[config.mk]
export PLATFORM = sky130hd
export DESIGN_NAME = prp_div_cell
export DESIGN_NICKNAME = d
export VERILOG_FILES = /design/src/rtl/prp_pkg.sv /design/src/rtl/prp_div_cell.sv
export SDC_FILE = /design/constraint.sdc
export NUM_CORES = 1
export LEC_CHECK = 0
export BUFFER_PORTS_ARGS = -buffer_cell sky130_fd_sc_hd__buf_4
export CAP_MARGIN = 10
export CORE_AREA = 4 4 193 195
export DETAILED_ROUTE_END_ITERATION = 6
export DIE_AREA = 0 0 197 199
export PLACE_DENSITY_LB_ADDON = 0.1
export SLEW_MARGIN = 10
export SYNTH_ARGS = -nofsm -noshare
export SYNTH_HDL_FRONTEND = slang
export SYNTH_SLANG_ARGS = --single-unit
[constraint.sdc]
create_clock -name clk_i -period 8.3 [get_ports clk_i]
set_input_delay 0.415 -clock clk_i [delete_from_list [all_inputs] [get_ports clk_i]]
set_output_delay 0.415 -clock clk_i [all_outputs]
set_load 0.005 [all_outputs]
[src/rtl/prp_pkg.sv]
package prp_pkg;

  localparam int unsigned ANGLE_W     = 10;
  localparam int unsigned ANGLE_STEPS = 1024;
  localparam int unsigned QUARTER     = ANGLE_STEPS / 4;
  localparam int unsigned QIDX_W      = $clog2(QUARTER) + 1;
  localparam int unsigned TRIG_W      = 16;
  localparam int unsigned COEF_W      = 17;
  localparam int unsigned POINT_W     = 18;
  localparam int unsigned PROD_W      = POINT_W + COEF_W;
  localparam int unsigned ROT_W       = 36;
  localparam int unsigned NUM_W       = 46;
  localparam int unsigned DEN_W       = 36;
  localparam int unsigned QUO_W       = 21;
  localparam int unsigned CMP_W       = DEN_W + QUO_W;
  localparam int unsigned LANES       = 3;
  localparam int unsigned CFG_W       = 21;
  localparam int unsigned CAM_W       = 21;
  localparam int unsigned CENTER_W    = 12;
  localparam int unsigned FOCAL_W     = 10;
  localparam int unsigned SCREEN_W    = 16;
  localparam int unsigned SPRITE_W    = 21;
  localparam int unsigned SPRITE_K    = 16384000;

  localparam real QUARTER_STEP = 3.14159265358979323846 / real'(2 * QUARTER);

  localparam logic signed [CAM_W-1:0] RST_CAMERA   = 21'sd20000;
  localparam logic [CENTER_W-1:0]     RST_CENTER_X = 12'd160;
  localparam logic [CENTER_W-1:0]     RST_CENTER_Y = 12'd100;
  localparam logic [FOCAL_W-1:0]      RST_FOCAL    = 10'd256;

  typedef enum logic [2:0] {
    REG_ANGLE_X  = 3'd0,
    REG_ANGLE_Y  = 3'd1,
    REG_ANGLE_Z  = 3'd2,
    REG_CAMERA   = 3'd3,
    REG_CENTER_X = 3'd4,
    REG_CENTER_Y = 3'd5,
    REG_FOCAL    = 3'd6
  } reg_idx_e;

  typedef enum logic [1:0] {
    QUAD_0 = 2'd0,
    QUAD_1 = 2'd1,
    QUAD_2 = 2'd2,
    QUAD_3 = 2'd3
  } quad_e;

  typedef logic signed [TRIG_W-1:0] trig_t;
  typedef logic signed [COEF_W-1:0] coef_t;
  typedef trig_t quarter_t [QUARTER+1];

  typedef struct packed {
    logic [LANES-1:0][NUM_W-1:0] rem;
    logic [DEN_W-1:0]            den;
    logic [LANES-1:0][QUO_W-1:0] quo;
    logic [LANES-1:0]            neg;
    logic [LANES-1:0]            ovf;
    logic                        zero;
    logic                        last;
  } div_word_t;

  function automatic quarter_t gen_quarter();
    quarter_t t;
    real      ph;
    for (int i = 0; i <= QUARTER; i++) begin
      ph   = QUARTER_STEP * real'(i);
      t[i] = trig_t'($rtoi(16384.0 * $sin(ph) + 0.5));
    end
    return t;
  endfunction

  localparam quarter_t SIN_QUARTER = gen_quarter();

  function automatic trig_t sin_q14(input logic [ANGLE_W-1:0] a);
    logic [QIDX_W-1:0] r;
    logic [QIDX_W-1:0] rf;
    trig_t             s;
    r  = QIDX_W'(a[ANGLE_W-3:0]);
    rf = QIDX_W'(QUARTER) - r;
    case (quad_e'(a[ANGLE_W-1 -: 2]))
      QUAD_0:  s = SIN_QUARTER[r];
      QUAD_1:  s = SIN_QUARTER[rf];
      QUAD_2:  s = -SIN_QUARTER[r];
      default: s = -SIN_QUARTER[rf];
    endcase
    return s;
  endfunction

  function automatic trig_t cos_q14(input logic [ANGLE_W-1:0] a);
    return sin_q14(a + ANGLE_W'(QUARTER));
  endfunction

endpackage

[src/rtl/prp_div_cell.sv]
module prp_div_cell #(
  parameter int unsigned BIT = 0
) (
  input  logic               clk_i,
  input  logic               rst_ni,
  input  logic               valid_i,
  output logic               ready_o,
  input  prp_pkg::div_word_t data_i,
  output logic               valid_o,
  input  logic               ready_i,
  output prp_pkg::div_word_t data_o
);
  import prp_pkg::*;

  logic               valid_q;
  div_word_t          word_q;
  div_word_t          word_d;
  logic [CMP_W-1:0]   shifted;
  logic [CMP_W:0]     trial [LANES];

  assign ready_o = !valid_q || ready_i;

  always_comb begin
    word_d  = data_i;
    shifted = CMP_W'(data_i.den) << BIT;
    for (int l = 0; l < LANES; l++) begin
      trial[l] = {1'b0, CMP_W'(data_i.rem[l])} - {1'b0, shifted};
      if (!trial[l][CMP_W]) begin
        word_d.rem[l]      = trial[l][NUM_W-1:0];
        word_d.quo[l][BIT] = 1'b1;
      end
    end
  end

  always_ff @(posedge clk_i or negedge rst_ni) begin
    if (!rst_ni) begin
      valid_q <= 1'b0;
    end else if (ready_o) begin
      valid_q <= valid_i;
    end
  end

  always_ff @(posedge clk_i) begin
    if (ready_o && valid_i) begin
      word_q <= word_d;
    end
  end

  assign valid_o = valid_q;
  assign data_o  = word_q;

`ifndef SYNTHESIS
  a_rem_bound : assert property (@(posedge clk_i) disable iff (!rst_ni)
    (valid_q && !word_q.zero && word_q.ovf == '0) |->
      ((CMP_W'(word_q.rem[0]) < (CMP_W'(word_q.den) << BIT)) &&
       (CMP_W'(word_q.rem[1]) < (CMP_W'(word_q.den) << BIT)) &&
       (CMP_W'(word_q.rem[2]) < (CMP_W'(word_q.den) << BIT))))
    else $error("remainder not reduced below shifted divisor");

  a_hold : assert property (@(posedge clk_i) disable iff (!rst_ni)
    (valid_q && !ready_i) |=> (valid_q && $stable(word_q)))
    else $error("word changed while stalled");
`endif

endmodule

== Word level (Yosys, flattened, before mapping) ==
Index checks and enable logic that the tools add are counted.

* Bits in registers: 246
* Word-level logic and storage cells: 24

* Add/subtract/negate cells: 3
* Muxes and demuxes: 3
* Reductions and logical operators: 3

{| class="wikitable"
|+ Operators by type and width
! operator !! count
|-
| $sub A46 B36 Y47 || 3
|-
| $mux W46 || 3
|-
| $logic_and A1 B1 Y1 || 1
|-
| $logic_not A1 Y1 || 1
|-
| $logic_or A1 B1 Y1 || 1
|}

== Logic depth before layout (Yosys ltp) ==
* Depth after elaboration: 3
* Depth in mapped cells: 15
* Depth with buffers taken out: 13

== Worst setup path after synthesis ==
Ideal clock, no wire load.

* Kind: input port to flip-flop
* Start point: input ready_i
* End point: register word_q, in the netlist data_o[0] (enable)
* Library setup time: 637 ps
* Arrival time: 6,155 ps
* Data required time: 7,663 ps
* Setup slack: 1,507 ps
* Stages: 2
* Cells stage by stage: nand2b_1 > and2_1

* Longest elaborated chain between the ends: 2

{| class="wikitable"
|+ RTL lines
! item !! line !! RTL
|-
| start: declaration || prp_div_cell.sv:10 || <nowiki>input logic ready_i,</nowiki>
|-
| $logic_or A1 B1 Y1 || prp_div_cell.sv:21 || <nowiki>assign ready_o = !valid_q || ready_i;</nowiki>
|-
| $logic_and A1 B1 Y1 || prp_div_cell.sv:44 || <nowiki>if (ready_o && valid_i) begin</nowiki>
|-
| end signal: assignment || prp_div_cell.sv:45 || <nowiki>word_q <= word_d;</nowiki>
|-
| end: declaration || prp_div_cell.sv:16 || <nowiki>div_word_t word_q;</nowiki>
|}

Every way passes these cells.
A chain may end at the register's enable or synchronous reset.

==> metrics <==
Worst Skew=~15 ps; input/output buffers=~500; gr usage total=about a quarter; number of synthesized flops with an enable pin=245; DR iter-0 viols=around 780; first-pass GRT wire length=75,100 um; P&R area growth vs syn=33.6%; Post-layout nets=between 2,000 and 2,500; arrival time of the worst setup path=a little over 4000 ps; Post-CTS Repair Setup Buffers=0; placement row count=69; Primary FF master, synth=edfxtp_1; count leader, synth=edfxtp_1; Post-route DRC=0; Relative slew margins=27.8%; Post-synth top cells=edfxtp_1, nand2_1, o21ai_0; vias in the first global route=around 13,000; power per cell area=around 180 nW/um^2; routed wire length=approximately 52,000 um; Post-DP HPWL=~42,000 um; busiest grt layer=met2; GR Layer Usage met2=roughly two fifths; register area share after synthesis=approximately half; Setup Viol. Count Final=0; DR vias=13,400; Static Leak=roughly 8.5 nW; synth warn=0; Num CTS Buffers=30; First-pass DRT Iterations=7; status=finished, final reports clean; Die X=197 um; Root Driver=clkbuf_16; Final Max Slew Viols=0; drt wl/cell=roughly 21 um; period utilisation layout=a little under half; clk buf depth=3; Async SR Flop Fraction=0.407%; synth top area cells=edfxtp_1, ha_1, o21ai_0, xnor2_1, a21oi_1; Core Box Area=roughly 35,000 um^2; Hold Vio Cnt, Final=0; critical-path maximum fanout=75; Yosys reg bits=246; chip height=about 200 um; RSZ-0062 raised after global routing=false; Worst Path Required=8600 ps; H-tree depth=1; CP startpoint kind=input pin; P_int=about 0.0027 W; met1 Usage GRT=roughly 32%; CTS tree=built; Sw Pwr=0.00105 W; Seq pwr share=41.1%; Die ar.=slightly below 40,000 um^2; measured slew at the worst slew-check pin=approximately 1100 ps; Starting Density=around 43%; total negative setup slack=0 ps; Vias per Instance=between 5 and 6; initial antenna violation count=3; cells after synthesis=1,477; gpl congestion=between 0.9 and 1; Comb power frac=24.7%; Routed Antenna Nets=0; clock power share=roughly a third; Skew-Pair Late Insertion Delay=around 550 ps; Yosys cell types=78; Max Fclk=around 260 MHz; Yosys top cell area share=48.1%; Yosys top cell by area=edfxtp_1; total gr overflow=0; layout cells sized above 1=between 20 and 30%; Max rail drop VDD=around 140 uV; Num Clock Sinks=around 250; clk slew on worst S/H paths=approximately 60 ps; crit path kind=in2reg; crit path time final=about 3800 ps; max cap viols=0; largest net degree at the start of global routing=136; worst hold slack=37.3 ps; CP Capture Type=flop; Mean Syn Cell Area=10.3 um^2; Hold Path Class=in2reg; IO Count=between 400 and 500; grt met3 use=4.74%; mapped cell area=roughly 15,000 um^2; syn_nets=between 1,500 and 2,000; Sw Share=about 28%
## state kept, by name (all words and copies together) (netlist names)
register,flops
valid_o,1
data_o,245
## cells in the final DEF (no fill, tap or decap), types with 21 or more instances in the layout
master and instances:
inv_1 59, xnor2_1 74, xor2_1 50, clkbuf_16 31, a21o_1 50, o21ai_0 132, nand3_1 21, buf_4 499
edfxtp_1 245, nor3_1 35, ha_1 108, a21oi_1 123, nand2_1 153, nor2_1 92, nand4_1 29
## what timing repair did
action	in CTS	in global routing
hold endpoints to repair	6	0
setup endpoints to repair	0	0
resized for setup	0	0
hold buffers	6	0
## metrics by stage
step	total power [W]	util (%)	instances	setup WS (ps)	area [um^2]
finish	0.00376	57.7	2444	4510	20400
global route	0.00394	57.7	2444	4360	20400
CTS	0.00379	57.6	2441	4590	20400
detailed placement	0.00249	54.8	2382	3990	19400
global placement	0.00248	54.8	2382	4110	19400
floorplan	0.00208	-	1477	1510	15300
## logic make-up after synthesis
logic type,share of synthesized area [%]
simple gates,13.5
compound gates,18.2
buf+inv,3.15
xor+xnor,7.11
flops,48.3
fa+ha+maj,9.24
mux,0.499
## worst max-delay path, cell delays in order
cell and delay, ps:
buf_4 110, inv_1 70, ha_1 170, inv_1 60, fa_1 420, a211oi_1 430, o211ai_1 260, and4_1 240
o21ai_1 280, a21oi_1 220, a2111oi_4 370, buf_4 600, mux2_2 410
## path summary, 6_finish.rpt
kind / start / end / slack [ps] / cells past startpoint
worst max-delay path: data_i[153] / data_o[161]$_DFFE_PP_ / 4510 / 13
worst min-delay path: data_i[6] / data_o[6]$_DFFE_PP_ / 40 / 1
worst max register to register: valid_o$_DFFE_PN0N_ / data_o[152]$_DFFE_PP_ / 5890 / 3
worst min register to register: valid_o$_DFFE_PN0N_ / valid_o$_DFFE_PN0N_ / 550 / 2
max in group asynchronous: rst_ni / valid_o$_DFFE_PN0N_ / 8030 / 2
min in group asynchronous: rst_ni / valid_o$_DFFE_PN0N_ / 190 / 2
## area by class of cell
class / instances / area (um^2)
inverters: 59 / 221
repair buffers: 506 / 3830
well taps: 461 / 577
flip-flops and latches: 246 / 7380
multi-input cells: 1116 / 7440
clock buffers: 36 / 795
fillers: 3175 / 15000
diodes: 3 / 7.51
clock inverters: 17 / 166
## metal layers
layer | wire, um | up-vias
met3 | 3790 | 70
met2 | 24800 | 480
met1 | 21600 | 6302
met4 | 1420 | 0
li1 | - | 6501
met5 | 0 | -
## power by group through the flow
stage                     combinational [W]  clock (W)  sequential (W)
after floorplan                    0.000490          0         0.00159
after global placement             0.000909          0         0.00157
after detailed placement           0.000920          0         0.00157
after CTS                          0.000927    0.00132         0.00155
after global routing                0.00102    0.00137         0.00155
final                              0.000928    0.00129         0.00154
Power figures use the tool's default switching activity.
